### config.mk
export PLATFORM = sky130hd
export DESIGN_NAME = bvg_front
export DESIGN_NICKNAME = d
export VERILOG_FILES = /design/src/hw/rtl/bvg_pkg.sv /design/src/hw/rtl/bvg_front.sv
export SDC_FILE = /design/constraint.sdc
export NUM_CORES = 1
export LEC_CHECK = 0
export ABC_AREA = 1
export BUFFER_PORTS_ARGS = -buffer_cell sky130_fd_sc_hd__buf_4
export CORE_MARGIN = 5
export CORE_UTILIZATION = 61
export CTS_BUF_LIST = sky130_fd_sc_hd__clkbuf_8
export DETAILED_ROUTE_END_ITERATION = 8
export MAX_ROUTING_LAYER = met4
export PLACE_DENSITY_LB_ADDON = 0.15
export SETUP_SLACK_MARGIN = 0.02
export SYNTH_ARGS = -nofsm -noshare
export SYNTH_HDL_FRONTEND = slang
export SYNTH_SLANG_ARGS = --single-unit
### constraint.sdc
create_clock -name clock -period 5.56 [get_ports clock]
set_input_delay 0.278 -clock clock [delete_from_list [all_inputs] [get_ports clock]]
set_output_delay 0.278 -clock clock [all_outputs]
set_load 0.01 [all_outputs]
### src/hw/rtl/bvg_pkg.sv
// ----------------------------------------------------------------------------
// bvg_pkg
// Shared types and constants for the battery voltage gauge.
// ----------------------------------------------------------------------------
package bvg_pkg;

   localparam int SampleW  = 12;
   localparam int SumW     = 16;
   localparam int CountW   = 5;
   localparam int GainW    = 24;
   localparam int MvW      = 16;
   localparam int PctW     = 7;
   localparam int EmaW     = 24;
   localparam int DivNumW  = 33;
   localparam int DivDenW  = 24;
   localparam int DivStepW = 6;

   localparam logic [GainW-1:0] GainReset = 24'd105625;
   localparam logic [MvW-1:0]   FullReset = 16'd4200;
   localparam logic [MvW-1:0]   EmptyReset = 16'd3300;

   localparam logic [1:0] RegGain  = 2'd0;
   localparam logic [1:0] RegFull  = 2'd1;
   localparam logic [1:0] RegEmpty = 2'd2;

   localparam logic [CountW-1:0]   CountMax = 5'd31;
   localparam logic [SumW-1:0]     SumMax   = 16'hFFFF;
   localparam logic [EmaW-1:0]     EmaMax   = 24'hFFFFFF;
   localparam logic [PctW-1:0]     PctMax   = 7'd100;

   // divide by 5 as multiply by ceil(2^30 / 5), exact for 27-bit dividends
   localparam int                  EmaRecipW = 28;
   localparam int                  EmaShift  = 30;
   localparam logic [EmaRecipW-1:0] EmaRecip = 28'd214748365;

   typedef struct packed {
      logic [SumW-1:0]   sum;
      logic [CountW-1:0] count;
   } read_type;

   typedef struct packed {
      logic               start;
      logic [DivNumW-1:0] dividend;
      logic [DivDenW-1:0] divisor;
   } div_req_type;

   typedef struct packed {
      logic               busy;
      logic               done;
      logic [DivNumW-1:0] quotient;
   } div_rsp_type;

   typedef struct packed {
      logic [GainW-1:0] gain;
      logic [MvW-1:0]   full;
      logic [MvW-1:0]   empty;
   } cfg_type;

   typedef enum logic [3:0] {
      BK_IDLE,
      BK_MUL,
      BK_AVG_START,
      BK_AVG_WAIT,
      BK_EMA,
      BK_EMA_WAIT,
      BK_CLAMP,
      BK_PCT_MUL,
      BK_PCT_START,
      BK_PCT_WAIT,
      BK_OUT
   } back_state_type;

endpackage

### src/hw/rtl/bvg_front.sv
// ----------------------------------------------------------------------------
// bvg_front
// Sums and counts ok samples, up to SAMPLES_PER_READ (at most 31) per read; queues each read that had an ok sample.
// ----------------------------------------------------------------------------
module bvg_front #(
   parameter int SAMPLES_PER_READ = 16
) (
   input  logic                          clock,
   input  logic                          reset,
   input  logic                          accept,
   input  logic [bvg_pkg::SampleW-1:0]   sample,
   input  logic                          sample_ok,
   input  logic                          last_sample,
   output logic                          push,
   output bvg_pkg::read_type             push_data
);

   localparam int CapInt = (SAMPLES_PER_READ < 31) ? SAMPLES_PER_READ : 31;
   localparam logic [bvg_pkg::CountW-1:0] Cap = bvg_pkg::CountW'(CapInt);

   logic [bvg_pkg::SumW-1:0]   sum_ff, sum_in;
   logic [bvg_pkg::CountW-1:0] count_ff, count_in;
   logic [bvg_pkg::SumW:0]     sum_wide;
   logic [bvg_pkg::SumW-1:0]   sum_acc;
   logic [bvg_pkg::CountW-1:0] count_acc;
   logic                       take;

   always_comb begin
      take      = sample_ok && (count_ff < Cap);
      sum_wide  = {1'b0, sum_ff} + (bvg_pkg::SumW+1)'(sample);
      sum_acc   = sum_ff;
      count_acc = count_ff;
      if (take) begin
         sum_acc   = sum_wide[bvg_pkg::SumW] ? bvg_pkg::SumMax : sum_wide[bvg_pkg::SumW-1:0];
         count_acc = count_ff + 1'b1;
      end
      push            = accept && last_sample && (count_acc != '0);
      push_data.sum   = sum_acc;
      push_data.count = count_acc;
      sum_in          = sum_ff;
      count_in        = count_ff;
      if (accept) begin
         if (last_sample) begin
            sum_in   = '0;
            count_in = '0;
         end else begin
            sum_in   = sum_acc;
            count_in = count_acc;
         end
      end
   end

   always_ff @(posedge clock) begin
      if (reset) begin
         sum_ff   <= '0;
         count_ff <= '0;
      end else begin
         sum_ff   <= sum_in;
         count_ff <= count_in;
      end
   end

endmodule

==> metrics.txt <==
# TYPE chip_impl_metric gauge
chip_impl_info{name="outcome",value="completed"} 1
chip_impl_metric{name="timing.critical_path.required",unit="ps"} 5280
chip_impl_metric{name="pin_count_of_the_biggest_net_entering_global_routing",unit=""} 24
chip_impl_metric{name="cp.buffers_inverters",unit=""} 2
chip_impl_metric{name="wirelength",unit="mm"} 5.22
chip_impl_info{name="timing.setup.critical_path_class",value="flip-flop to output pin"} 1
chip_impl_info{name="grt_setup_unrepaired",value="false"} 1
chip_impl_metric{name="fill_cells",unit=""} 296
chip_impl_metric{name="wl_per_cell",unit="µm"} 12.3
chip_impl_info{name="worst_path_most_repeated_cell",value="sky130_fd_sc_hd__nand2_2"} 1
chip_impl_info{name="global_route.peak_usage_layer",value="met2"} 1
chip_impl_metric{name="top_level_ports",unit=""} 39
chip_impl_info{name="timing.hold.worst.start",value="last_sample"} 1
chip_impl_metric{name="worst-endpoint-arrival",unit="ps"} 2480
chip_impl_metric{name="timing.max_cap.violations",unit=""} 0
chip_impl_metric{name="dpl.hpwl",unit="mm"} 3.97
chip_impl_info{name="synth.largest_area_cell",value="sky130_fd_sc_hd__dfxtp_1"} 1
chip_impl_metric{name="timing.slew.headroom",unit="%"} 52.5
chip_impl_metric{name="number_of_cells_in_the_design_after_placement",unit=""} 420
chip_impl_metric{name="grt_use_met2",unit="%"} 38.8
chip_impl_metric{name="clock_power_share",unit="%"} 27.0
chip_impl_metric{name="power.combinational.fraction",unit="%"} 32.7
chip_impl_metric{name="synthesis.nets",unit=""} 375
chip_impl_metric{name="drc_errors",unit=""} 0
chip_impl_info{name="hp-class",value="input port to flip-flop"} 1
chip_impl_metric{name="dieHeight",unit="µm"} 69.7
chip_impl_info{name="most_frequent_standard_cell_in_the_layout_excluding_fill_and_tap_cells",value="sky130_fd_sc_hd__nand2_1"} 1
chip_impl_metric{name="post_syn_instances",unit=""} 344
chip_impl_metric{name="fin_skew",unit="ps"} 2.28
chip_impl_metric{name="die_width",unit="µm"} 69.7
chip_impl_info{name="cts_tree",value="yes"} 1
chip_impl_metric{name="layout.cells.non_filler",unit=""} 424
chip_impl_metric{name="yosys_warnings",unit=""} 0
chip_impl_metric{name="grt_pass1_wl",unit="mm"} 9.23
chip_impl_info{name="critical_path.startpoint_type",value="flip-flop"} 1
chip_impl_info{name="reg2reg_from",value="sum_ff[0]$_SDFFE_PP0P_"} 1
chip_impl_metric{name="globalRouteMet1Util",unit="%"} 28.1
chip_impl_metric{name="switching_power",unit="mW"} 0.133
chip_impl_metric{name="fp.coreArea",unit="µm²"} 3390
chip_impl_metric{name="sequentialPowerShare",unit="%"} 40.4
chip_impl_metric{name="met3_usage",unit="%"} 3.77
chip_impl_info{name="timing.critical_path.cells",value="ha_1, fa_1, nand2_1, nand2_2, nand3_2, nand2_2, nand2_2, nand3_2, inv_2, nand3_1, and2_1, buf_4"} 1
chip_impl_info{name="critPathLaunch",value="sum_ff[0]$_SDFFE_PP0P_"} 1
chip_impl_metric{name="firstDrtPassIters",unit=""} 4
chip_impl_info{name="crit_slowest_cell",value="sky130_fd_sc_hd__fa_1"} 1
chip_impl_info{name="yosys-top-cells-area",value="sky130_fd_sc_hd__dfxtp_1 (19%), sky130_fd_sc_hd__nand2_1 (19%), sky130_fd_sc_hd__inv_1 (7.8%)"} 1
chip_impl_metric{name="die-area",unit="µm²"} 4850
chip_impl_info{name="path_delay_family",value="simple AND/OR/NAND/NOR gates"} 1
chip_impl_metric{name="grt_overflow",unit=""} 0
chip_impl_metric{name="first_iter_violations",unit=""} 175
chip_impl_metric{name="syn-mean-instance-area",unit="µm²"} 6.31
chip_impl_metric{name="cts_repair_resize_count",unit=""} 0
chip_impl_metric{name="total_global_route_track_usage",unit="%"} 22.9
chip_impl_metric{name="reg2reg_setup_slack",unit="ps"} 3320
chip_impl_metric{name="postCtsHoldBufs",unit=""} 0
chip_impl_metric{name="cts-root-to-sink-buffers",unit=""} 2
chip_impl_metric{name="post_cts_buffers",unit=""} 0
chip_impl_info{name="crit_path_end_kind",value="output pin"} 1
chip_impl_metric{name="finalNetCount",unit=""} 410
chip_impl_metric{name="top_fanout_value_on_the_critical_path",unit=""} 13
chip_impl_metric{name="clk_latency",unit="ps"} 270
chip_impl_metric{name="finalMaxSlewViolations",unit=""} 0
chip_impl_metric{name="min_period",unit="ps"} 2760
chip_impl_metric{name="seq_area_frac_synth",unit="%"} 19.4
chip_impl_metric{name="clkSlewWorstSetupHoldPaths",unit="ps"} 80
chip_impl_metric{name="internal-power",unit="mW"} 0.256
chip_impl_metric{name="antenna_violations_before_repair",unit=""} 0
chip_impl_metric{name="cts.htree.levels",unit=""} 1
chip_impl_metric{name="power.share.switching",unit="%"} 34.1
chip_impl_metric{name="final_antenna_diode_count",unit=""} 0
chip_impl_metric{name="portBuffers",unit=""} 38
chip_impl_info{name="clk_root_buffer_cell",value="sky130_fd_sc_hd__clkbuf_8"} 1
chip_impl_metric{name="initial_utilization",unit="%"} 64.0
chip_impl_metric{name="ys_seq_elements",unit=""} 21
chip_impl_metric{name="cts-buffers-inserted",unit=""} 3
chip_impl_metric{name="timing.critical_path.slowest_cell_delay",unit="ps"} 420
chip_impl_metric{name="drive_gt1_share",unit="%"} 27.2
chip_impl_info{name="layout_common_cells",value="sky130_fd_sc_hd__nand2_1 (109), sky130_fd_sc_hd__inv_1 (45), sky130_fd_sc_hd__buf_4 (39)"} 1
chip_impl_metric{name="post-synth-top-area-fraction",unit="%"} 19.4
chip_impl_metric{name="placed_area",unit="µm²"} 2470
chip_impl_metric{name="fin_crit_sh",unit="%"} 49.7
chip_impl_metric{name="timing.setup.tns",unit="ps"} 0
chip_impl_metric{name="netlist-cell-type-count",unit=""} 33
chip_impl_metric{name="setup-violations-final",unit=""} 0
chip_impl_metric{name="timing_hold_violations_final",unit=""} 0
chip_impl_metric{name="via_count",unit=""} 2182
chip_impl_metric{name="drt-vias-per-instance",unit=""} 5.15
chip_impl_metric{name="area.growth.synth_to_final",unit="%"} 15.8
chip_impl_metric{name="syn-cell-area",unit="µm²"} 2170
chip_impl_metric{name="globalplace.congestion",unit=""} 0.917
chip_impl_metric{name="number_of_nets_still_failing_antenna_checks_after_routing",unit=""} 0
chip_impl_metric{name="rows",unit=""} 21
chip_impl_metric{name="tritoncts_sink_count",unit=""} 21
chip_impl_metric{name="cellLeakagePower",unit="nW"} 1.32
chip_impl_metric{name="power.ir.vdd_worst",unit="µV"} 147
chip_impl_metric{name="first_global_vias",unit=""} 2114
chip_impl_metric{name="p_per_area",unit="nW/µm²"} 155
chip_impl_metric{name="finalInstanceArea",unit="µm²"} 2510
chip_impl_metric{name="min_hold_slack",unit="ps"} 308
chip_impl_metric{name="fmax",unit="MHz"} 362
chip_impl_metric{name="max_slew.worst_pin.slew",unit="ps"} 712
[Yosys cell counts]
cell type	count
sky130_fd_sc_hd__ha_1	13
sky130_fd_sc_hd__nand2_4	2
sky130_fd_sc_hd__o21ai_1	1
sky130_fd_sc_hd__a31oi_1	2
sky130_fd_sc_hd__or2_2	10
sky130_fd_sc_hd__o21ai_0	3
sky130_fd_sc_hd__clkbuf_2	1
sky130_fd_sc_hd__nor3_1	4
sky130_fd_sc_hd__xnor2_1	3
sky130_fd_sc_hd__nand3_4	1
sky130_fd_sc_hd__o21bai_1	1
sky130_fd_sc_hd__nand3_2	14
sky130_fd_sc_hd__buf_4	1
sky130_fd_sc_hd__a21boi_0	4
sky130_fd_sc_hd__buf_6	2
sky130_fd_sc_hd__nand3_1	19
sky130_fd_sc_hd__nor2_2	1
sky130_fd_sc_hd__inv_1	45
sky130_fd_sc_hd__or2_1	2
sky130_fd_sc_hd__nand2_2	15
sky130_fd_sc_hd__a21oi_1	16
sky130_fd_sc_hd__and2_1	4
sky130_fd_sc_hd__nand4_1	2
sky130_fd_sc_hd__inv_2	4
sky130_fd_sc_hd__nand2_1	109
sky130_fd_sc_hd__nor3_2	1
sky130_fd_sc_hd__nor2_4	1
sky130_fd_sc_hd__fa_1	1
sky130_fd_sc_hd__xor2_1	5
sky130_fd_sc_hd__clkbuf_1	5
sky130_fd_sc_hd__dfxtp_1	21
sky130_fd_sc_hd__nor2_1	20
sky130_fd_sc_hd__a21oi_2	11
[sequential cells by signal, indices dropped and copies added, names as in the netlist]
register	flops
sum_ff	16
count_ff	5
[tightest hold or removal path, delay by kind of cell]
kind	cells	cell delay [ps]
buffers and inverters	1	80
and+or+nand+nor	2	110
AOI/OAI and AO/OA	1	70
[area by class of cell]
class / count / area, µm² / area share (%)
Tap cell: 46 / 57.6 / 2.29
Clock buffer: 3 / 41.3 / 1.64
Sequential cell: 21 / 420 / 16.7
Multi-Input combinational cell: 265 / 1510 / 60.2
Timing Repair Buffer: 39 / 293 / 11.6
Inverter: 49 / 184 / 7.32
Clock inverter: 1 / 5.00 / 0.199
[stage by stage]
stage	utilization [%]	total power [mW]	setup WS [ps]
floorplan	-	0.248	3560
global placement	72.8	0.285	3080
detailed placement	72.8	0.287	3020
CTS	74.2	0.393	2800
global route	74.2	0.414	2640
finish	74.2	0.389	2800
[path summary, 6_finish.rpt]
| kind | cells after the start | endpoint |
|---|---|---|
| worst max register to register | 12 | sum_ff[2]$_SDFFE_PP0P_ |
| worst max-delay path | 12 | push_data[15] |
| worst min register to register | 2 | sum_ff[11]$_SDFFE_PP0P_ |
| worst min-delay path | 4 | count_ff[4]$_SDFFE_PP0P_ |
[layer usage]
metal  part of all wire (%)  up-vias
met5                      0        -
met2                     48       52
met4                    1.4        0
li1                       -     1150
met1                     46      974
met3                    4.8        6
[power by group through the flow]
stage / clock network (mW) / registers, mW / logic [mW]
final: 0.105 / 0.157 / 0.127
after global routing: 0.114 / 0.158 / 0.142
after CTS: 0.109 / 0.157 / 0.127
after detailed placement: 0 / 0.161 / 0.126
after global placement: 0 / 0.161 / 0.124
after floorplan: 0 / 0.160 / 0.0882
[kinds of logic after synthesis]
kind of cell,Yosys count,synth area share (%)
AOI/OAI and AO/OA,38,11.4
xor gates and xnor gates,8,3.23
adders and majority gates,14,8.42
buffers and inverters,58,11.0
DFF,21,19.4
and+or+nand+nor,205,46.7
(Power assumes the default switching activity.)
