`config.mk`:
```
export PLATFORM = sky130hd
export DESIGN_NAME = bvg_div
export DESIGN_NICKNAME = d
export VERILOG_FILES = /design/src/hw/rtl/bvg_pkg.sv /design/src/hw/rtl/bvg_div.sv
export SDC_FILE = /design/constraint.sdc
export NUM_CORES = 1
export LEC_CHECK = 0
export ABC_AREA = 1
export BUFFER_PORTS_ARGS = -buffer_cell sky130_fd_sc_hd__buf_2
export CORE_UTILIZATION = 50
export CTS_CLUSTER_SIZE = 30
export DETAILED_ROUTE_END_ITERATION = 10
export GPL_TIMING_DRIVEN = 0
export PLACE_DENSITY = 0.71
export SETUP_SLACK_MARGIN = 0.2
export SYNTH_ARGS = -nofsm -noshare
export SYNTH_HDL_FRONTEND = slang
export SYNTH_SLANG_ARGS = --single-unit
```
`constraint.sdc`:
```
create_clock -name clock -period 2.7 [get_ports clock]
set_input_delay 0.54 -clock clock [delete_from_list [all_inputs] [get_ports clock]]
set_output_delay 0.54 -clock clock [all_outputs]
set_load 0.05 [all_outputs]
```
`src/hw/rtl/bvg_pkg.sv`:
```
// ----------------------------------------------------------------------------
// bvg_pkg
// Shared types and constants for the battery voltage gauge.
// ----------------------------------------------------------------------------
package bvg_pkg;

   localparam int SampleW  = 12;
   localparam int SumW     = 16;
   localparam int CountW   = 5;
   localparam int GainW    = 24;
   localparam int MvW      = 16;
   localparam int PctW     = 7;
   localparam int EmaW     = 24;
   localparam int DivNumW  = 33;
   localparam int DivDenW  = 24;
   localparam int DivStepW = 6;

   localparam logic [GainW-1:0] GainReset = 24'd105625;
   localparam logic [MvW-1:0]   FullReset = 16'd4200;
   localparam logic [MvW-1:0]   EmptyReset = 16'd3300;

   localparam logic [1:0] RegGain  = 2'd0;
   localparam logic [1:0] RegFull  = 2'd1;
   localparam logic [1:0] RegEmpty = 2'd2;

   localparam logic [CountW-1:0]   CountMax = 5'd31;
   localparam logic [SumW-1:0]     SumMax   = 16'hFFFF;
   localparam logic [EmaW-1:0]     EmaMax   = 24'hFFFFFF;
   localparam logic [PctW-1:0]     PctMax   = 7'd100;

   // divide by 5 as multiply by ceil(2^30 / 5), exact for 27-bit dividends
   localparam int                  EmaRecipW = 28;
   localparam int                  EmaShift  = 30;
   localparam logic [EmaRecipW-1:0] EmaRecip = 28'd214748365;

   typedef struct packed {
      logic [SumW-1:0]   sum;
      logic [CountW-1:0] count;
   } read_type;

   typedef struct packed {
      logic               start;
      logic [DivNumW-1:0] dividend;
      logic [DivDenW-1:0] divisor;
   } div_req_type;

   typedef struct packed {
      logic               busy;
      logic               done;
      logic [DivNumW-1:0] quotient;
   } div_rsp_type;

   typedef struct packed {
      logic [GainW-1:0] gain;
      logic [MvW-1:0]   full;
      logic [MvW-1:0]   empty;
   } cfg_type;

   typedef enum logic [3:0] {
      BK_IDLE,
      BK_MUL,
      BK_AVG_START,
      BK_AVG_WAIT,
      BK_EMA,
      BK_EMA_WAIT,
      BK_CLAMP,
      BK_PCT_MUL,
      BK_PCT_START,
      BK_PCT_WAIT,
      BK_OUT
   } back_state_type;

endpackage

```
`src/hw/rtl/bvg_div.sv`:
```
// ----------------------------------------------------------------------------
// bvg_div
// Restoring divider, one quotient bit per cycle, shared by the back end.
// ----------------------------------------------------------------------------
module bvg_div (
   input  logic                 clock,
   input  logic                 reset,
   input  bvg_pkg::div_req_type div_req,
   output bvg_pkg::div_rsp_type div_rsp
);

   localparam logic [bvg_pkg::DivStepW-1:0] LastStep =
      bvg_pkg::DivStepW'(bvg_pkg::DivNumW - 1);

   logic                          busy_ff, busy_in;
   logic                          done_ff, done_in;
   logic [bvg_pkg::DivStepW-1:0]  step_ff, step_in;
   logic [bvg_pkg::DivNumW-1:0]   quo_ff, quo_in;
   logic [bvg_pkg::DivDenW-1:0]   rem_ff, rem_in;
   logic [bvg_pkg::DivDenW-1:0]   den_ff, den_in;
   logic [bvg_pkg::DivDenW:0]     trial;
   logic [bvg_pkg::DivDenW:0]     diff;
   logic                          fits;

   always_comb begin
      trial = {rem_ff, quo_ff[bvg_pkg::DivNumW-1]};
      fits  = trial >= {1'b0, den_ff};
      diff  = trial - {1'b0, den_ff};
      busy_in = busy_ff;
      done_in = 1'b0;
      step_in = step_ff;
      quo_in  = quo_ff;
      rem_in  = rem_ff;
      den_in  = den_ff;
      if (div_req.start) begin
         busy_in = 1'b1;
         step_in = '0;
         quo_in  = div_req.dividend;
         rem_in  = '0;
         den_in  = div_req.divisor;
      end else if (busy_ff) begin
         quo_in  = {quo_ff[bvg_pkg::DivNumW-2:0], fits};
         rem_in  = fits ? diff[bvg_pkg::DivDenW-1:0] : trial[bvg_pkg::DivDenW-1:0];
         step_in = step_ff + 1'b1;
         if (step_ff == LastStep) begin
            busy_in = 1'b0;
            done_in = 1'b1;
         end
      end
      div_rsp.busy     = busy_ff;
      div_rsp.done     = done_ff;
      div_rsp.quotient = quo_ff;
   end

   always_ff @(posedge clock) begin
      if (reset) begin
         busy_ff <= 1'b0;
         done_ff <= 1'b0;
      end else begin
         busy_ff <= busy_in;
         done_ff <= done_in;
      end
   end

   always_ff @(posedge clock) begin
      step_ff <= step_in;
      quo_ff  <= quo_in;
      rem_ff  <= rem_in;
      den_ff  <= den_in;
   end

endmodule

```
==> reports/results.env, run 1 <==
CTS_HTREE_LEVELS=3
OUTCOME='complete, no violations'
SYNTHARSTFLOPSHARE=0
INSTANCES_NO_FILL=1019
POSTLAYOUTCOREUTIL=0.591
SYNTH.MOST_COMMON_CELL='sky130_fd_sc_hd__nand2_1'
TIMING.CRITICAL_PATH.SLOWEST_STAGE_CELL='sky130_fd_sc_hd__fa_1'
CTS-RESIZED-GATES=0
SLEW_HEADROOM=0.538
WORST-ENDPOINT-ARRIVAL_NS=2.53
SETUP_VIOLATIONS=0
DPL.CELL_COUNT=1003
FIRSTDRTPASSITERS=5
POSTSYNTHNETCOUNT=855
GP_ROUTABILITY_CONGESTION=0.958
TMIN_FINAL_NS=2.26
GLOBALROUTE.TOTALOVERFLOW=0
PATH_CLK_SLEW_NS=0.10
PLACEMENTROWS=38
WORST_HOLD_PATH.ENDPOINT='den_ff[5]$_DFFE_PP_'
CTS_BUFFER_DEPTH=2
DIE_AREA_MM2=0.0115
DIE-WIDTH_UM=107
POST_ROUTE_CELLS_DRIVE_ABOVE_1_SHARE=0.159
GRT_PASS1_WL_MM=22.7
SLEW_VIOL_FINAL=0
SYNTH.LARGEST_AREA_CELL='sky130_fd_sc_hd__edfxtp_1'
CRITICALPATHCATEGORY='register to register'
CTS.SINK_COUNT=89
COUNT_OF_STATE_ELEMENTS_AFTER_SYNTHESIS=89
TIGHTEST_SLEW_NS=0.693
MAXCLOCKFREQUENCY_GHz=0.442
HP-START='div_req[5]'
COUNT_OF_INPUT_AND_OUTPUT_BUFFERS=94
SYNTH_TOP_CELLS_BY_COUNT='sky130_fd_sc_hd__nand2_1, sky130_fd_sc_hd__inv_1, sky130_fd_sc_hd__edfxtp_1'
REPORT.POWER.TOTAL_mW=3.03
FINAL-HOLD-VIOLATION-COUNT=0
FIN_CRIT_SH=0.837
SYNTH_LARGEST_TYPE_AREA_FRACTION=0.309
ANTENNA_FOUND_INITIAL=0
CRIT_BUF_INV=2
POWERDENSITY_mW_PER_MM2=475
DRC=0
TIMING.RR.END='rem_ff[16]$_SDFFE_PP0P_'
POST_DRT_VIA_CELL_RATIO=4.94
WORST_SETUP_PATH_STARTPOINT='quo_ff[32]$_DFFE_PP_'
POST_CTS_REPAIR_SETUP_BUFFERS=0
GRT_MAX_DEGREE=40
SYNTHFLOPTYPE='sky130_fd_sc_hd__edfxtp_1'
DRV_CAP=0
SETUP.WORST_PATH.START_CLASS='register'
SYNTH_SEQUENTIAL_AREA_RATIO=0.425
TOTAL_LEAKAGE_POWER_nW=3.35
FLOORPLAN.IO_PINS=95
TIMING.HOLD.WORST.CLASS='primary input to register'
FLOORPLAN.CORE_AREA_MM2=0.0108
DETAIL_ROUTE.ITER0.VIOLATIONS=251
CP_SLOWEST_STAGE_DELAY_NS=0.42
WORST_SETUP_PATH_END_KIND='register'
DIE_Y_UM=107
INITIAL_UTILIZATION=0.513
TIMING.REG2REG.WORST_PATH_DEPTH=11
ROUTED_WIRELENGTH_MM=13.4
NUMBER_OF_GLOBAL_ROUTE_VIAS_BEFORE_REPAIR=4956
SYN_INST=768
TIMING.RR.START='quo_ff[32]$_DFFE_PP_'
YS.WARNINGS.COUNT=0
WL_PER_CELL_UM=13.2
CLOCKROOTBUFFER='sky130_fd_sc_hd__clkbuf_8'
FLOW.AREA_GROWTH_FROM_SYNTHESIS_PCT=15.2
ANTENNADIODECOUNT=0
DPL.HPWL_MM=10.3
TOP_FANOUT_VALUE_ON_THE_CRITICAL_PATH=3
NUMBER_OF_ENABLE_FLIP_FLOP_CELLS_AFTER_SYNTHESIS=57
MAX_RAIL_DROP_VDD_V=0.000328
TRITONCTS.NUM_BUFFERS=9
SYN-MEAN-INSTANCE-AREA_UM2=7.21
FINAL_ANTENNA_NET_COUNT=0
REG2REG_SETUP_SLACK_NS=0.44
CP.REQUIRED_NS=2.97
TOTAL_ROUTING_USAGE_GR=0.254
CLKLATENCYLATEPIN_NS=0.38
TIMING.CLOCK.SKEW_NS=0.0151
CP_CELL_SEQUENCE='inv_1, ha_1, fa_1, inv_1, a21oi_1, o21bai_1, nand2_1, nand3_1, nand3_2, nand3_1, nand2_1'
SYNTH.AREA.TOP_CELLS='sky130_fd_sc_hd__edfxtp_1, sky130_fd_sc_hd__nand2_1, sky130_fd_sc_hd__dfxtp_1'
N_FILL_CELL=1042
SYNTH.CELL_AREA_MM2=0.00554
TRITONCTS='built'
CPLARGESTDELAYFAMILY='adder cells'
CTS_HOLD_REPAIR.BUFFERS=0
FIN_HOLD_WS_NS=0.330
WORST_HOLD_PATH.NUM_CELLS=1
SYNTHDISTINCTLIBCELLS=33
DESIGN.FINAL.NETS=961
RSZ0062_AT_GRT='false'
DETAILROUTE.VIA_COUNT=5030
registers in the layout, indices dropped and copies added (netlist names):
register and cells:
busy_ff 1, den_ff 24, done_ff 1, quo_ff 33, rem_ff 24, step_ff 6
routing by layer:
metal,wire length [µm],GRT usage
met3,786,0.0590
met5,0,0
met4,257,0.104
met1,6250,0.320
met2,6120,0.417
kinds of logic after synthesis:
| group | after synthesis | synth area share |
|---|---|---|
| AOI/OAI and AO/OA | 34 | 0.0341 |
| xor gates and xnor gates | 11 | 0.0174 |
| adders and majority gates | 27 | 0.0624 |
| buffers and inverters | 166 | 0.118 |
| DFF | 89 | 0.425 |
| and+or+nand+nor | 441 | 0.343 |
area by class of cell:
type | count | area (µm²) | area share
Sequential cell | 89 | 2350 | 0.369
Clock inverter | 4 | 28.8 | 0.00451
Timing Repair Buffer | 95 | 490 | 0.0769
Buffer | 21 | 110 | 0.0173
Inverter | 145 | 544 | 0.0853
Clock buffer | 12 | 145 | 0.0228
Tap cell | 140 | 175 | 0.0275
Multi-Input combinational cell | 513 | 2530 | 0.397
how the worst max path moves through the flow:
| stage | end | depth (start not counted) | slack, ns |
|---|---|---|---|
| 2_1_floorplan | rem_ff[8]$_SDFFE_PP0P_ | 10 | 0.45 |
| 3_3_place_gp | quo_ff[26]$_DFFE_PP_ | 4 | -0.94 |
| 3_5_place_dp | quo_ff[31]$_DFFE_PP_ | 6 | 0.29 |
| 4_1_cts | quo_ff[0]$_DFFE_PP_ | 13 | 0.45 |
| 5_1_grt | rem_ff[6]$_SDFFE_PP0P_ | 13 | 0.26 |
| 6_report | rem_ff[16]$_SDFFE_PP0P_ | 11 | 0.44 |
per-stage QoR:
step           TNS [ns]  worst slack (ns)  cell area (µm²)
2_1_floorplan         0             0.452             5540
3_3_place_gp     -38.09            -0.936             6180
3_5_place_dp          0             0.286             6200
4_1_cts               0             0.452             6380
5_1_grt               0             0.259             6380
6_report              0             0.439             6380
layout by cell type (no fill, tap or decap), drive strengths merged:
master	n
nand2	304
a21o	1
fa	1
ha	26
nor2	38
edfxtp	57
or2	1
nand4	29
clkbuf	22
xnor2	10
clkinv	1
nand3	60
xor2	1
buf	106
o21ai	15
a21oi	16
nor3	7
nand3b	1
clkinvlp	2
nor4	1
o21bai	2
dfxtp	32
inv	146
worst register-to-register path, stage by stage, from the launching register on:
cell and delay (ns):
sky130_fd_sc_hd__edfxtp_1 0.35, sky130_fd_sc_hd__inv_1 0.08, sky130_fd_sc_hd__ha_1 0.24, sky130_fd_sc_hd__fa_1 0.42, sky130_fd_sc_hd__inv_1 0.12, sky130_fd_sc_hd__a21oi_1 0.14, sky130_fd_sc_hd__o21bai_1 0.33, sky130_fd_sc_hd__nand2_1 0.17
sky130_fd_sc_hd__nand3_1 0.12, sky130_fd_sc_hd__nand3_2 0.08, sky130_fd_sc_hd__nand3_1 0.07, sky130_fd_sc_hd__nand2_1 0.05
power breakdown:
group	total, mW	internal [mW]	leakage, nW	switching (mW)
logic	0.582	0.160	2.44	0.421
clock network	0.855	0.362	0.0830	0.493
registers	1.59	1.55	0.832	0.0409
total	3.03	2.07	3.35	0.955
(Power assumes the default switching activity.)
==> inputs of run 2 (changes only) <==
Settings changed: PLACE_DENSITY 0.71 to 0.74.
Clock period 2.7 ns to 1.85 ns, I/O delays scaled along.
==> run 2 against run 1 <==
  * Cell count grew 1.5%
  * Sequential power increased by 47%
  * Largest power group unchanged
  * The run now ends with design-rule violations, negative setup slack left
  * Final area up 12%
  * Clock power increased by 64%
  * Global-route usage rose by 0.43 points
  * Highest routed layer unchanged
==> reports/results.env, run 2 (synthesized netlist as in run 1, its figures left out) <==
DRC=1  # +1
SETUP.WORST_PATH.START_CLASS='register'
RSZ0062_AT_GRT='true'
ROUTED_WIRELENGTH_MM=14.0  # +4.3%
POST_DRT_VIA_CELL_RATIO=5.06  # +2.6%
TIMING.RR.END='quo_ff[0]$_DFFE_PP_'
DETAILROUTE.VIA_COUNT=5237  # +4.1%
TOTAL_LEAKAGE_POWER_nW=3.54  # +5.4%
OUTCOME='complete, but fails checks'
SLEW_VIOL_FINAL=0  # unchanged
TOTALNEGATIVESETUPSLACK_NS=-2.90  # -2.90 ns
SETUP_VIOLATIONS=25  # +25
WL_PER_CELL_UM=13.5  # +2.7%
CLOCKROOTBUFFER='sky130_fd_sc_hd__clkbuf_8'
CTS_BUFFER_DEPTH=2  # unchanged
MOSTFREQUENTLAYOUTCELL='sky130_fd_sc_hd__nand2_1'
FLOORPLAN.CORE_AREA_MM2=0.0108  # unchanged
TIMING.REG2REG.WORST_PATH_DEPTH=13  # +2
CRITICALPATHCATEGORY='register to register'
CP.REQUIRED_NS=1.98  # -0.99 ns
ANTENNADIODECOUNT=0  # unchanged
INITIAL_UTILIZATION=0.513  # unchanged
CTS_HTREE_LEVELS=3  # unchanged
TMIN_FINAL_NS=2.04  # -0.220 ns
TRITONCTS='built'
WORST_SETUP_PATH_END_KIND='register'
TOP_FANOUT_VALUE_ON_THE_CRITICAL_PATH=6  # +3
DIE_Y_UM=107  # unchanged
COUNT_OF_INPUT_AND_OUTPUT_BUFFERS=94  # unchanged
DPL.HPWL_MM=9.96  # -3.6%
DIE_AREA_MM2=0.0115  # unchanged
MOST_USED_CELLS_IN_THE_LAYOUT_EXCLUDING_FILL_AND_TAP_CELLS='sky130_fd_sc_hd__nand2_1, sky130_fd_sc_hd__inv_1, sky130_fd_sc_hd__buf_2'
CTS.SINK_COUNT=89  # unchanged
FLOW.AREA_GROWTH_FROM_SYNTHESIS_PCT=29.2
DIE-WIDTH_UM=107  # unchanged
VIOLATIONS='design-rule violations, negative setup slack'
DRV_CAP=0  # unchanged
REGISTER_NAME_WITH_THE_MOST_FLOPS='quo_ff'
WORST_HOLD_PATH.NUM_CELLS=1  # unchanged
FLOORPLAN.IO_PINS=95  # unchanged
POST_ROUTE_CELLS_DRIVE_ABOVE_1_SHARE=0.293  # +0.134
FINAL_ANTENNA_NET_COUNT=0  # unchanged
GRT_PASS1_WL_MM=23.1  # +2.0%
N_FILL_CELL=921  # -12%
TIMING.RR.START='den_ff[10]$_DFFE_PP_'
TRITONCTS.NUM_BUFFERS=9  # unchanged
HP-START='div_req[23]'
WORST_HOLD_PATH.ENDPOINT='den_ff[23]$_DFFE_PP_'
PLACEMENTROWS=38  # unchanged
POWERDENSITY_mW_PER_MM2=658  # +39%
SLEW_HEADROOM=0.518  # -0.0197
GP_ROUTABILITY_CONGESTION=0.928  # -3.1%
FINAL-HOLD-VIOLATION-COUNT=0  # unchanged
CTS_HOLD_REPAIR.BUFFERS=0  # unchanged
DESIGN.FINAL.NETS=976  # +1.6%
FIRSTDRTPASSITERS=8  # +3
CLKLATENCYLATEPIN_NS=0.38  # about the same
REG.LARGEST.LIST='quo_ff x33, den_ff x24, rem_ff x24'
TIMING.HOLD.WORST.CLASS='primary input to register'
SEQUENTIAL_CELL_AREA_MM2=0.00235  # unchanged
TIMING.CLOCK.SKEW_NS=0.0238  # +0.00872 ns
FIN_CRIT_SH=1.10  # +0.266
WORST-ENDPOINT-ARRIVAL_NS=2.17  # -0.36 ns
DETAIL_ROUTE.ITER0.VIOLATIONS=266  # +6.0%
MULTI_INPUT_LOGIC_AREA_MM2=0.00313  # +24%
MAXCLOCKFREQUENCY_GHz=0.490  # +11%
ANTENNA_FOUND_INITIAL=0  # unchanged
FIN_HOLD_WS_NS=0.160  # -0.170 ns
SETUP_WS_NS=-0.191  # -0.630 ns
MAX_RAIL_DROP_VDD_V=0.000486  # +48%
PATH_CLK_SLEW_NS=0.11  # about the same
NUMBER_OF_GLOBAL_ROUTE_VIAS_BEFORE_REPAIR=5087  # +2.6%
TIGHTEST_SLEW_NS=0.722  # +0.0295 ns
LARGEST_REGISTER_FF_COUNT=33  # unchanged
TOTAL_ROUTING_USAGE_GR=0.258  # +0.00429
REG2REG_SETUP_SLACK_NS=-0.19  # -0.63 ns
GLOBALROUTE.TOTALOVERFLOW=0  # unchanged
GRT_MAX_DEGREE=43  # +7.5%
[run 2: stage by stage]
step                std cells  instance area [µm²]   util  setup slack (ns)  power, mW
finish                   1034                 7150  0.663            -0.191       4.71
global route             1034                 7150  0.663            -0.289       4.92
CTS                      1029                 6940  0.643            -0.158       4.70
detailed placement       1002                 6310  0.585            -0.856       3.23
global placement         1002                 6310  0.585            -0.819       3.22
floorplan                 768                 5660      -            -0.245       2.98
[run 2: final cells by class]
type / instances / share of cell area
plain buffers: 21 / 0.0198
clock buffers: 12 / 0.0203
clock inverters: 4 / 0.00752
inverters: 145 / 0.0761
multi-input cells: 513 / 0.437
flip-flops and latches: 89 / 0.329
well taps: 140 / 0.0245
repair buffers: 110 / 0.0857
[run 2: worst max-delay path: stages, from the launching register on]
cell,delay (ns)
sky130_fd_sc_hd__edfxtp_1,0.39
sky130_fd_sc_hd__inv_2,0.08
sky130_fd_sc_hd__ha_4,0.21
sky130_fd_sc_hd__nand2_2,0.08
sky130_fd_sc_hd__nand2_2,0.06
sky130_fd_sc_hd__nand2_1,0.07
sky130_fd_sc_hd__nand2_2,0.06
sky130_fd_sc_hd__nand2_2,0.07
sky130_fd_sc_hd__nand2_4,0.07
sky130_fd_sc_hd__a21oi_4,0.21
sky130_fd_sc_hd__nand3_4,0.20
sky130_fd_sc_hd__buf_12,0.21
sky130_fd_sc_hd__nand2_2,0.05
sky130_fd_sc_hd__nand2_1,0.05
[run 2: layer usage]
metal | up-vias | GRT usage | part of all wire
met5 | - | 0 | 0
li1 | 2649 | - | -
met1 | 2397 | 0.327 | 0.45
met3 | 33 | 0.0626 | 0.056
met4 | 0 | 0.0959 | 0.024
met2 | 158 | 0.425 | 0.47
[run 2: repair_timing]
| action | 4_1_cts | 5_1_grt |
|---|---|---|
| pin swaps | 9 | 16 |
| resized for setup | 70 | 49 |
| gates cloned | 1 | 0 |
| buffers inserted | 10 | 5 |
| endpoints found under the setup margin | 90 | 89 |
[run 2: worst max-delay path by stage]
stage | from | end | slack, ns | cells after the start
floorplan | quo_ff[32]$_DFFE_PP_ | rem_ff[16]$_SDFFE_PP0P_ | -0.25 | 11
global placement | div_req[57] | quo_ff[28]$_DFFE_PP_ | -0.82 | 4
detailed placement | div_req[57] | quo_ff[28]$_DFFE_PP_ | -0.86 | 4
CTS | den_ff[10]$_DFFE_PP_ | quo_ff[0]$_DFFE_PP_ | -0.16 | 13
global route | den_ff[10]$_DFFE_PP_ | quo_ff[0]$_DFFE_PP_ | -0.29 | 13
finish | den_ff[10]$_DFFE_PP_ | quo_ff[0]$_DFFE_PP_ | -0.19 | 13
[run 2: power breakdown]
group          internal, mW  switching [mW]
clock network         0.669           0.736
logic                 0.305           0.671
registers              2.26          0.0640
