## src/hw/rtl/bvg_pkg.sv

```systemverilog
// ----------------------------------------------------------------------------
// bvg_pkg
// Shared types and constants for the battery voltage gauge.
// ----------------------------------------------------------------------------
package bvg_pkg;

   localparam int SampleW  = 12;
   localparam int SumW     = 16;
   localparam int CountW   = 5;
   localparam int GainW    = 24;
   localparam int MvW      = 16;
   localparam int PctW     = 7;
   localparam int EmaW     = 24;
   localparam int DivNumW  = 33;
   localparam int DivDenW  = 24;
   localparam int DivStepW = 6;

   localparam logic [GainW-1:0] GainReset = 24'd105625;
   localparam logic [MvW-1:0]   FullReset = 16'd4200;
   localparam logic [MvW-1:0]   EmptyReset = 16'd3300;

   localparam logic [1:0] RegGain  = 2'd0;
   localparam logic [1:0] RegFull  = 2'd1;
   localparam logic [1:0] RegEmpty = 2'd2;

   localparam logic [CountW-1:0]   CountMax = 5'd31;
   localparam logic [SumW-1:0]     SumMax   = 16'hFFFF;
   localparam logic [EmaW-1:0]     EmaMax   = 24'hFFFFFF;
   localparam logic [PctW-1:0]     PctMax   = 7'd100;

   // divide by 5 as multiply by ceil(2^30 / 5), exact for 27-bit dividends
   localparam int                  EmaRecipW = 28;
   localparam int                  EmaShift  = 30;
   localparam logic [EmaRecipW-1:0] EmaRecip = 28'd214748365;

   typedef struct packed {
      logic [SumW-1:0]   sum;
      logic [CountW-1:0] count;
   } read_type;

   typedef struct packed {
      logic               start;
      logic [DivNumW-1:0] dividend;
      logic [DivDenW-1:0] divisor;
   } div_req_type;

   typedef struct packed {
      logic               busy;
      logic               done;
      logic [DivNumW-1:0] quotient;
   } div_rsp_type;

   typedef struct packed {
      logic [GainW-1:0] gain;
      logic [MvW-1:0]   full;
      logic [MvW-1:0]   empty;
   } cfg_type;

   typedef enum logic [3:0] {
      BK_IDLE,
      BK_MUL,
      BK_AVG_START,
      BK_AVG_WAIT,
      BK_EMA,
      BK_EMA_WAIT,
      BK_CLAMP,
      BK_PCT_MUL,
      BK_PCT_START,
      BK_PCT_WAIT,
      BK_OUT
   } back_state_type;

endpackage

```

## src/hw/rtl/bvg_fifo.sv

```systemverilog
// ----------------------------------------------------------------------------
// bvg_fifo
// Two-entry queue of finished reads between front and back.
// ----------------------------------------------------------------------------
module bvg_fifo (
   input  logic              clock,
   input  logic              reset,
   input  logic              push,
   input  bvg_pkg::read_type push_data,
   input  logic              pop,
   output bvg_pkg::read_type pop_data,
   output logic              full,
   output logic              empty
);

   bvg_pkg::read_type mem_ff [2];
   logic       wr_ptr_ff, wr_ptr_in;
   logic       rd_ptr_ff, rd_ptr_in;
   logic [1:0] level_ff, level_in;

   assign full     = level_ff == 2'd2;
   assign empty    = level_ff == 2'd0;
   assign pop_data = mem_ff[rd_ptr_ff];

   always_comb begin
      wr_ptr_in = wr_ptr_ff ^ push;
      rd_ptr_in = rd_ptr_ff ^ pop;
      level_in  = level_ff + {1'b0, push} - {1'b0, pop};
   end

   always_ff @(posedge clock) begin
      if (reset) begin
         wr_ptr_ff <= 1'b0;
         rd_ptr_ff <= 1'b0;
         level_ff  <= 2'd0;
      end else begin
         wr_ptr_ff <= wr_ptr_in;
         rd_ptr_ff <= rd_ptr_in;
         level_ff  <= level_in;
      end
   end

   always_ff @(posedge clock) begin
      if (push) begin
         mem_ff[wr_ptr_ff] <= push_data;
      end
   end

endmodule

```

## config.mk

```make
export PLATFORM = sky130hd
export DESIGN_NAME = bvg_fifo
export DESIGN_NICKNAME = d
export VERILOG_FILES = /design/src/hw/rtl/bvg_pkg.sv /design/src/hw/rtl/bvg_fifo.sv
export SDC_FILE = /design/constraint.sdc
export NUM_CORES = 1
export LEC_CHECK = 0
export BUFFER_PORTS_ARGS = -buffer_cell sky130_fd_sc_hd__buf_4
export CORE_MARGIN = 1.5
export CORE_UTILIZATION = 54
export CTS_CLUSTER_DIAMETER = 100
export DETAILED_ROUTE_END_ITERATION = 8
export PLACE_DENSITY = 0.82
export SETUP_SLACK_MARGIN = 0.15
export SLEW_MARGIN = 25
export SYNTH_ARGS = -nofsm -noshare
export SYNTH_HDL_FRONTEND = slang
export SYNTH_SLANG_ARGS = --single-unit
```

## constraint.sdc

```tcl
create_clock -name clock -period 2.4 [get_ports clock]
set_clock_uncertainty 0.05 [all_clocks]
set_input_delay 0.24 -clock clock [delete_from_list [all_inputs] [get_ports clock]]
set_output_delay 0.24 -clock clock [all_outputs]
set_load 0.02 [all_outputs]
```

==> flow_metrics.py, run 1 <==
metrics = {
    "clocking": {
        "clk_pin_slew_ns": 0.12,
        "clk_latency_ns": 0.36,
        "cts_root_buffer": "clkbuf_4",
        "cts_resized": 0,
        "post-cts-setup-buffer-count": 0,
        "cts_hold_buf": 4,
        "cts_sinks": 46,
        "cts_buffers": 5,
        "cts_buffer_depth": 2,
        "htree_levels": 2,
        "cts_tree": "yes",
    },
    "critical_path": {
        "reg2reg_slack_ns": 0.94,
        "arrival_ns": 1.73,
        "rr_endpoint": "mem_ff[1][16]$_DFFE_PP_",
        "crit_fanout": 13,
        "crit_cells": 3,
        "r2r_cells": 2,
        "end_kind": "primary output",
        "crit_family": "flip-flops",
        "crit_buf_inv": 2,
        "crit_path_start": "rd_ptr_ff$_SDFF_PP0_",
        "crit_chain": "buf_12 > mux2_2 > buf_4",
        "cp_slowest_cell": "dfxtp_1",
        "cp_data_required_time_ns": 2.11,
        "worstReg2RegStart": "wr_ptr_ff$_SDFF_PP0_",
        "slowest_delay_ns": 0.64,
        "critPathKind": "register to primary output",
        "critPathLaunchType": "register",
    },
    "placement": {
        "place_inst": 176,
        "port_buffers": 47,
        "gp_congestion": 0.6634,
        "place_hpwl_mm": 1.930,
    },
    "yosys": {
        "avgSynthCellArea_sq_um": 20.48,
        "synth_cells": 84,
        "syn_nets": 113,
        "synthFlopType": "edfxtp_1",
        "yosysMostFrequentCell": "edfxtp_1",
        "synthesis.area_sq_um": 1720,
        "yosys.cell_types.count": 10,
        "async_flop_share_pct": 0,
        "yosysSeqAreaShare_pct": 77.96,
        "ys_top_cells_by_area": "edfxtp_1, mux2_2, dfxtp_1, ha_1, buf_6",
        "yosys-top-cells-count": "edfxtp_1, mux2_2, dfxtp_1, ha_1, nor2_1",
        "synth_area_leader_cell": "edfxtp_1",
        "yosysWarnings": 0,
        "synth_top_area_share_pct": 73.31,
        "ys_ff_latch": 46,
        "synth_edf_count": 42,
    },
    "floorplanning": {
        "die_area_sq_um": 3534,
        "num_rows": 20,
        "die_w_um": 59.45,
        "core_area_sq_um": 3028,
        "die_height_um": 59.45,
        "initial_core_util_pct": 56.82,
        "ios": 48,
    },
    "power_and_ir_drop": {
        "power_density_nw_per_um2": 760.2,
        "leakagePower_nw": 0.9697,
        "vdd_ir_drop_max_mv": 0.6179,
    },
    "drt": {
        "dr.pass1.iters": 4,
        "drt_iter0_markers": 21,
        "vias_per_cell": 4.888,
        "wl_per_cell_um": 14.68,
        "totalWireLength_mm": 3.024,
        "vias": 1007,
        "ant_nets": 0,
        "drcViolationCount": 0,
    },
    "sta": {
        "clock.fmax_mhz": 495.4,
        "slew_viol_final": 0,
        "tns_ns": 0,
        "rsz0062_at_grt": "no",
        "setup_viol": 0,
        "slew_headroom_pct": 67.96,
        "holdWs_ns": 0.1022,
        "min_period_ns": 2.019,
        "finalHoldViolCount": 0,
        "final.period_utilization_pct": 84.11,
        "tightest_slew_ns": 0.4799,
    },
    "global_route": {
        "grt_max_degree": 15,
        "grt_pass1_vias": 944,
        "antenna_found_initial": 0,
        "gr-usage-all-layers_pct": 17.61,
        "grt_overflow": 0,
        "grt_pass1_wl_mm": 4.153,
    },
    "worst_hold_path": {
        "hold_path_depth": 3,
        "worstHoldStart": "pop",
        "min_path_type": "primary input to register",
        "min_to": "rd_ptr_ff$_SDFF_PP0_",
    },
    "cells_and_area": {
        "diodes": 0,
        "layout-drive-gt1-share_pct": 48.77,
        "finish.net_count": 190,
        "fill_cells": 166,
        "area_delta_synth_final_pct": 43.71,
        "layoutNonFillerInstCount": 206,
    },
    "run": {
        "max-cap-violations": 0,
    },
    "run_status": {
        "status": "complete, no violations",
    },
}
## power breakdown
group | internal (mW) | leakage, nW | switching (mW) | total, mW
logic | 0.182 | 0.484 | 0.153 | 0.336
registers | 0.933 | 0.428 | 0.0248 | 0.958
clock network | 0.353 | 0.0585 | 0.233 | 0.586
total | 1.47 | 0.970 | 0.411 | 1.88
## state kept, by name (all words and copies together), names as in the netlist
register	flops
mem_ff	42
level_ff	2
rd_ptr_ff	1
wr_ptr_ff	1
## worst min-delay path, stage by stage
cell and delay [ns]:
buf_4 0.10, xnor2_1 0.06, nor2_1 0.08
## worst max-delay path by stage
stage	endpoint	slack (ns)
detailed placement	pop_data[8]	0.78
CTS	pop_data[8]	0.36
finish	pop_data[14]	0.38
global route	pop_data[14]	0.29
global placement	pop_data[16]	0.80
floorplan	mem_ff[0][0]$_DFFE_PP_	1.05
## layout make-up
| type | count | area, sq um | area share [%] |
|---|---|---|---|
| timing repair buffer | 72 | 608.1 | 24.60 |
| tap | 44 | 55.05 | 2.227 |
| clock buffer | 6 | 51.30 | 2.075 |
| clock inverter | 2 | 60.06 | 2.429 |
| multi-input combinational | 33 | 345.3 | 13.97 |
| inverter | 3 | 11.26 | 0.4555 |
| sequential | 46 | 1341 | 54.25 |
## cells in the final DEF (no fill, tap or decap), drive strengths merged
cell type / Yosys / final
inv: 3 / 3
dlygate4sd3: 0 / 22
mux2: 21 / 21
xnor2: 1 / 1
ha: 4 / 4
buf: 2 / 50
nor2: 4 / 4
clkbuf: 0 / 6
dfxtp: 4 / 4
nor2b: 2 / 2
edfxtp: 42 / 42
bufinv: 0 / 2
xnor3: 1 / 1
## kinds of logic after synthesis
kind of cell | Yosys count | synth area share, %
flip-flops | 46 | 77.96
buffers and inverters | 5 | 1.963
AND/OR/NAND/NOR | 6 | 1.600
multiplexers | 21 | 13.75
adder cells (fa/ha/maj) | 4 | 2.909
XOR/XNOR | 2 | 1.818
## routing by layer
layer	up-vias	part of all wire, %	GRT usage, %
met5	-	0	0
met4	0	3.4	11.36
met1	478	39	19.00
met3	10	5.8	6.114
li1	475	-	-
met2	44	52	29.20
## per-stage QoR
stage	utilization (%)	cell area [sq um]	worst slack (ns)	total power [mW]
after floorplan	-	1720	1.053	1.147
after global placement	70.70	2141	0.7951	1.272
after detailed placement	70.70	2141	0.7796	1.284
after CTS	75.70	2292	0.3606	1.866
after global routing	81.65	2472	0.2893	1.942
final	81.65	2472	0.3814	1.879
No activity file was read; power rests on OpenSTA's default activity.
==> run 2: changes to the inputs <==
--- a/config.mk
+++ b/config.mk
@@ -7,10 +7,10 @@
 export LEC_CHECK = 0
 export BUFFER_PORTS_ARGS = -buffer_cell sky130_fd_sc_hd__buf_4
 export CORE_MARGIN = 1.5
-export CORE_UTILIZATION = 54
+export CORE_UTILIZATION = 45
 export CTS_CLUSTER_DIAMETER = 100
 export DETAILED_ROUTE_END_ITERATION = 8
-export PLACE_DENSITY = 0.82
+export PLACE_DENSITY = 0.73
 export SETUP_SLACK_MARGIN = 0.15
 export SLEW_MARGIN = 25
 export SYNTH_ARGS = -nofsm -noshare
==> constraint.sdc (replaced) <==
create_clock -name clock -period 1.75 [get_ports clock]
set_clock_uncertainty 0.05 [all_clocks]
set_input_delay 0.175 -clock clock [delete_from_list [all_inputs] [get_ports clock]]
set_output_delay 0.175 -clock clock [all_outputs]
set_load 0.02 [all_outputs]
==> run 2 against run 1 <==
Hold slack worse by 0.093 ns. Non-clock buffer count is 6 lower. Core utilization is 16 points lower. Sequential power is 37% higher. Global-route usage is 3.5 points lower. First-iteration DRC count is 19% lower.
==> flow_metrics.py, run 2 (same netlist as run 1, synthesis figures left out) <==
metrics = {
    "power_and_ir_drop": {
        "leakagePower_nw": 0.9498,
        "internal_power_mw": 1.820,
        "seqPwrFrac_pct": 54.7,
        "p_comb_share_pct": 20.2,
        "power_mw": 2.393,
        "power_frac_clock_pct": 25.1,
        "p_switching_uw": 572.6,
        "vdd_ir_drop_max_mv": 0.7857,
        "power_density_nw_per_um2": 988.7,
        "swShare_pct": 23.93,
    },
    "drt": {
        "drt_iter0_markers": 17,
        "vias": 959,
        "ant_nets": 0,
        "dr.pass1.iters": 4,
        "drcViolationCount": 0,
        "vias_per_cell": 4.701,
        "wl_per_cell_um": 13.99,
        "totalWireLength_mm": 2.853,
    },
    "cells_and_area": {
        "top_regs": "mem_ff (42), level_ff (2)",
        "layout_common_cells": "buf_4, edfxtp_1, mux2_2",
        "finish.net_count": 184,
        "regMostFlops": "mem_ff",
        "largest_register_ffs": 42,
        "design_area_sq_um": 2420,
        "fill_cells": 268,
        "post-route-util_pct": 66.10,
        "layout-drive-gt1-share_pct": 53.85,
        "final_common_cell": "buf_4",
        "area_delta_synth_final_pct": 40.65,
        "diodes": 0,
        "layoutNonFillerInstCount": 204,
    },
    "global_route": {
        "antenna_found_initial": 0,
        "grt_overflow": 0,
        "grt_pass1_wl_mm": 4.202,
        "grt_pass1_vias": 948,
        "grt_max_degree": 21,
        "gr-usage-all-layers_pct": 14.07,
    },
    "sta": {
        "tightest_slew_ns": 0.1555,
        "setup_viol": 0,
        "rsz0062_at_grt": "yes",
        "tns_ns": 0,
        "setup_ws_ns": 0.1771,
        "finalHoldViolCount": 0,
        "slew_viol_final": 0,
        "slew_headroom_pct": 89.64,
        "final.period_utilization_pct": 89.88,
        "min_period_ns": 1.573,
        "clock.fmax_mhz": 635.8,
        "holdWs_ns": 0.009290,
    },
    "placement": {
        "port_buffers": 47,
        "place_area_sq_um": 2161,
        "place_inst": 182,
        "dp_slack_ns": 0.4183,
        "place_hpwl_mm": 1.837,
        "gp_congestion": 0.6189,
    },
    "critical_path": {
        "crit_fanout": 10,
        "critPathLaunchType": "register",
        "worstReg2RegStart": "level_ff[0]$_SDFF_PP0_",
        "rr_endpoint": "level_ff[1]$_SDFF_PP0_",
        "reg2reg_slack_ns": 0.47,
        "cp_data_required_time_ns": 1.52,
        "r2r_cells": 6,
        "critPathKind": "register to primary output",
        "arrival_ns": 1.35,
        "end_kind": "primary output",
    },
    "floorplanning": {
        "core_area_sq_um": 3661,
        "die_area_sq_um": 4203,
        "initial_core_util_pct": 46.99,
        "ios": 48,
        "die_height_um": 64.83,
        "num_rows": 22,
        "die_w_um": 64.83,
    },
    "worst_hold_path": {
        "worstHoldStart": "push_data[7]",
        "min_to": "mem_ff[0][7]$_DFFE_PP_",
        "hold_path_depth": 1,
        "min_path_type": "primary input to register",
    },
    "clocking": {
        "htree_levels": 2,
        "cts_buffer_depth": 2,
        "cts_root_buffer": "clkbuf_8",
        "clk_latency_ns": 0.30,
        "cts_tree": "yes",
        "clk_pin_slew_ns": 0.08,
        "cts_sinks": 46,
        "cts_buffers": 5,
    },
    "run": {
        "max-cap-violations": 0,
    },
    "run_status": {
        "status": "complete, no violations",
    },
}
[run 2: worst max-delay path by stage]
stage                                    start                      to  slack [ns]  cells past startpoint
final                     rd_ptr_ff$_SDFF_PP0_            pop_data[16]        0.18                      3
after global routing      rd_ptr_ff$_SDFF_PP0_            pop_data[14]        0.13                      3
after CTS                 rd_ptr_ff$_SDFF_PP0_            pop_data[16]        0.14                      3
after detailed placement  rd_ptr_ff$_SDFF_PP0_            pop_data[16]        0.42                      3
after global placement    rd_ptr_ff$_SDFF_PP0_            pop_data[16]        0.44                      3
after floorplan           wr_ptr_ff$_SDFF_PP0_  mem_ff[0][0]$_DFFE_PP_        0.40                      2
[run 2: area by class of cell]
cell class	instances	area, sq um	area share [%]
timing repair buffer	66	576.8	23.84
sequential	46	1345	55.58
clock inverter	2	8.758	0.3619
clock buffer	6	72.57	2.999
tap	48	60.06	2.482
multi-input combinational	33	345.3	14.27
inverter	3	11.26	0.4654
[run 2: what timing repair did]
| action | CTS | global route |
|---|---|---|
| gates resized for setup | 1 | 7 |
| setup endpoints to repair | 19 | 19 |
| cloned | 0 | 2 |
| setup buffers | 0 | 2 |
| endpoints found under the hold margin | 4 | 15 |
| hold buffers | 2 | 8 |
[run 2: layer usage]
metal	vias up	routed length, um	track usage (%)
met1	460	1218	16.84
met5	-	0	0
met3	4	231	5.903
li1	457	-	-
met4	0	48	6.383
met2	38	1353	22.16
[run 2: power groups by stage]
stage / Combinational, mW / Clock [mW] / Sequential [mW]
finish: 0.483 / 0.601 / 1.31
detailed placement: 0.433 / 0 / 1.33
global placement: 0.424 / 0 / 1.33
CTS: 0.439 / 0.612 / 1.31
floorplan: 0.248 / 0 / 1.32
global route: 0.519 / 0.660 / 1.32
[run 2: worst max-delay path, stage by stage, from the launching register on]
cell	delay, ns
dfxtp_4	0.41
buf_12	0.14
mux2_2	0.34
buf_4	0.16
==> run 3: changes to the inputs <==
--- a/config.mk
+++ b/config.mk
@@ -10,8 +10,10 @@
 export CORE_UTILIZATION = 45
 export CTS_CLUSTER_DIAMETER = 100
 export DETAILED_ROUTE_END_ITERATION = 8
+export MAX_ROUTING_LAYER = met4
 export PLACE_DENSITY = 0.73
 export SETUP_SLACK_MARGIN = 0.15
+export SKIP_LAST_GASP = 1
 export SLEW_MARGIN = 25
 export SYNTH_ARGS = -nofsm -noshare
 export SYNTH_HDL_FRONTEND = slang
==> run 3 against run 2 <==
Power down 0.22%. Hold slack about the same. Worst setup slack better by 0.0032 ns. Register-to-register slack barely moved. Clock power down 0.8%. Non-clock buffer count is the same. Via count is the same. Critical path depth unchanged. Cell area did not move. Combinational power is essentially flat. Global-route usage up 0.39 points. Critical path type unchanged. Largest power group unchanged.
==> flow_metrics.py, run 3 (same netlist as run 1, synthesis figures left out) <==
metrics = {
    "run_status": {
        "status": "complete, no violations",
    },
    "critical_path": {
        "cp_slowest_cell": "dfxtp_4",
        "crit_family": "flip-flops",
        "critPathKind": "register to primary output",
        "crit_fanout": 10,
        "crit_cells": 3,
        "critPathLaunchType": "register",
        "arrival_ns": 1.34,
        "crit_buf_inv": 2,
        "cp_data_required_time_ns": 1.52,
        "slowest_delay_ns": 0.40,
        "end_kind": "primary output",
        "r2r_cells": 6,
        "crit_chain": "buf_12 > mux2_2 > buf_4",
    },
    "drt": {
        "vias": 959,
        "dr.pass1.iters": 3,
        "wl_per_cell_um": 13.94,
        "drcViolationCount": 0,
        "ant_nets": 0,
        "drt_iter0_markers": 7,
        "totalWireLength_mm": 2.843,
        "vias_per_cell": 4.701,
    },
    "cells_and_area": {
        "fill_cells": 268,
        "multiInputGateArea_sq_um": 345.3,
        "layout-drive-gt1-share_pct": 53.85,
        "layout_common_cells": "buf_4, edfxtp_1, mux2_2",
        "top_regs": "mem_ff (42), level_ff (2)",
        "area_delta_synth_final_pct": 40.65,
        "diodes": 0,
        "regMostFlops": "mem_ff",
        "final_common_cell": "buf_4",
        "design_area_sq_um": 2420,
        "largest_register_ffs": 42,
        "seq_area_sq_um": 1345,
        "finish.net_count": 184,
    },
    "clocking": {
        "cts_root_buffer": "clkbuf_8",
        "clk_pin_slew_ns": 0.08,
        "cts_sinks": 46,
        "cts_buffers": 5,
        "cts_buffer_depth": 2,
        "clk_latency_ns": 0.30,
        "cts_tree": "yes",
        "htree_levels": 2,
    },
    "global_route": {
        "grt_util_met1_pct": 17.08,
        "busiest_layer": "met2",
        "antenna_found_initial": 0,
        "gr-usage-all-layers_pct": 14.47,
        "grt_overflow": 0,
        "grt_pass1_vias": 946,
        "grt_use_met3_pct": 5.903,
        "grt_pass1_wl_mm": 4.202,
        "grt_use_met2_pct": 21.91,
        "grt_max_degree": 21,
    },
    "sta": {
        "tightest_slew_ns": 0.1538,
        "final.period_utilization_pct": 89.70,
        "slew_viol_final": 0,
        "rsz0062_at_grt": "yes",
        "slew_headroom_pct": 89.75,
        "tns_ns": 0,
        "setup_viol": 0,
        "min_period_ns": 1.570,
        "finalHoldViolCount": 0,
        "clock.fmax_mhz": 637.1,
    },
    "floorplanning": {
        "die_area_sq_um": 4203,
        "die_w_um": 64.83,
        "initial_core_util_pct": 46.99,
        "core_area_sq_um": 3661,
        "num_rows": 22,
        "ios": 48,
        "die_height_um": 64.83,
    },
    "placement": {
        "place_area_sq_um": 2161,
        "place_hpwl_mm": 1.837,
        "gp_congestion": 0.6235,
        "port_buffers": 47,
    },
    "power_and_ir_drop": {
        "leakagePower_nw": 0.9498,
        "vdd_ir_drop_max_mv": 0.7827,
        "power_mw": 2.387,
        "power_density_nw_per_um2": 986.5,
    },
    "worst_hold_path": {
        "hold_path_depth": 1,
        "min_path_type": "primary input to register",
    },
    "run": {
        "max-cap-violations": 0,
    },
}
run 3: cell counts in the layout (fill, tap and decap cells not counted):
No cell type changed its count.
run 3: through the flow:
step / utilization (%) / instances / worst slack [ns] / hold slack [ns]
final: 66.10 / 204 / 0.1803 / 0.009324
after global routing: 66.10 / 204 / 0.1291 / 0.001145
after CTS: 61.82 / 192 / 0.1427 / 0.0002356
after detailed placement: 59.02 / 182 / 0.4183 / 0.3139
after global placement: 59.02 / 182 / 0.4368 / 0.3107
after floorplan: - / 84 / 0.4027 / 0.1917
run 3: final timing paths:
check / from / endpoint / slack (ns)
worst max-delay path: rd_ptr_ff$_SDFF_PP0_ / pop_data[11] / 0.18
worst max register to register: level_ff[0]$_SDFF_PP0_ / level_ff[1]$_SDFF_PP0_ / 0.48
worst min register to register: wr_ptr_ff$_SDFF_PP0_ / wr_ptr_ff$_SDFF_PP0_ / 0.50
worst min-delay path: push_data[7] / mem_ff[0][7]$_DFFE_PP_ / 0.009
run 3: final cells by class:
class,instances,area share (%)
Multi-Input combinational cell,33,14.27
Sequential cell,46,55.58
Clock inverter,2,0.3619
Timing Repair Buffer,66,23.84
Inverter,3,0.4654
Tap cell,48,2.482
Clock buffer,6,2.999
run 3: what timing repair did:
action                                  4_1_cts  5_1_grt
buffers inserted                              0        2
endpoints found under the hold margin         4       15
endpoints found under the setup margin       19       19
resized for setup                             1        7
cloned                                        0        2
hold buffers                                  2        8
pin swaps                                     0        0
run 3: where the power goes:
group / total, mW / internal (mW) / switching, mW / leakage, nW
combinational: 0.484 / 0.265 / 0.219 / 0.479
clock: 0.596 / 0.274 / 0.322 / 0.0426
sequential: 1.31 / 1.28 / 0.0272 / 0.428
run 3: metal layers:
layer  part of all wire [%]  vias up  wire length (um)
met5                      0        -                 0
li1                       -      458                 -
met2                     48       40              1363
met1                     42      457              1199
met3                    8.1        4               231
met4                    1.7        0                48
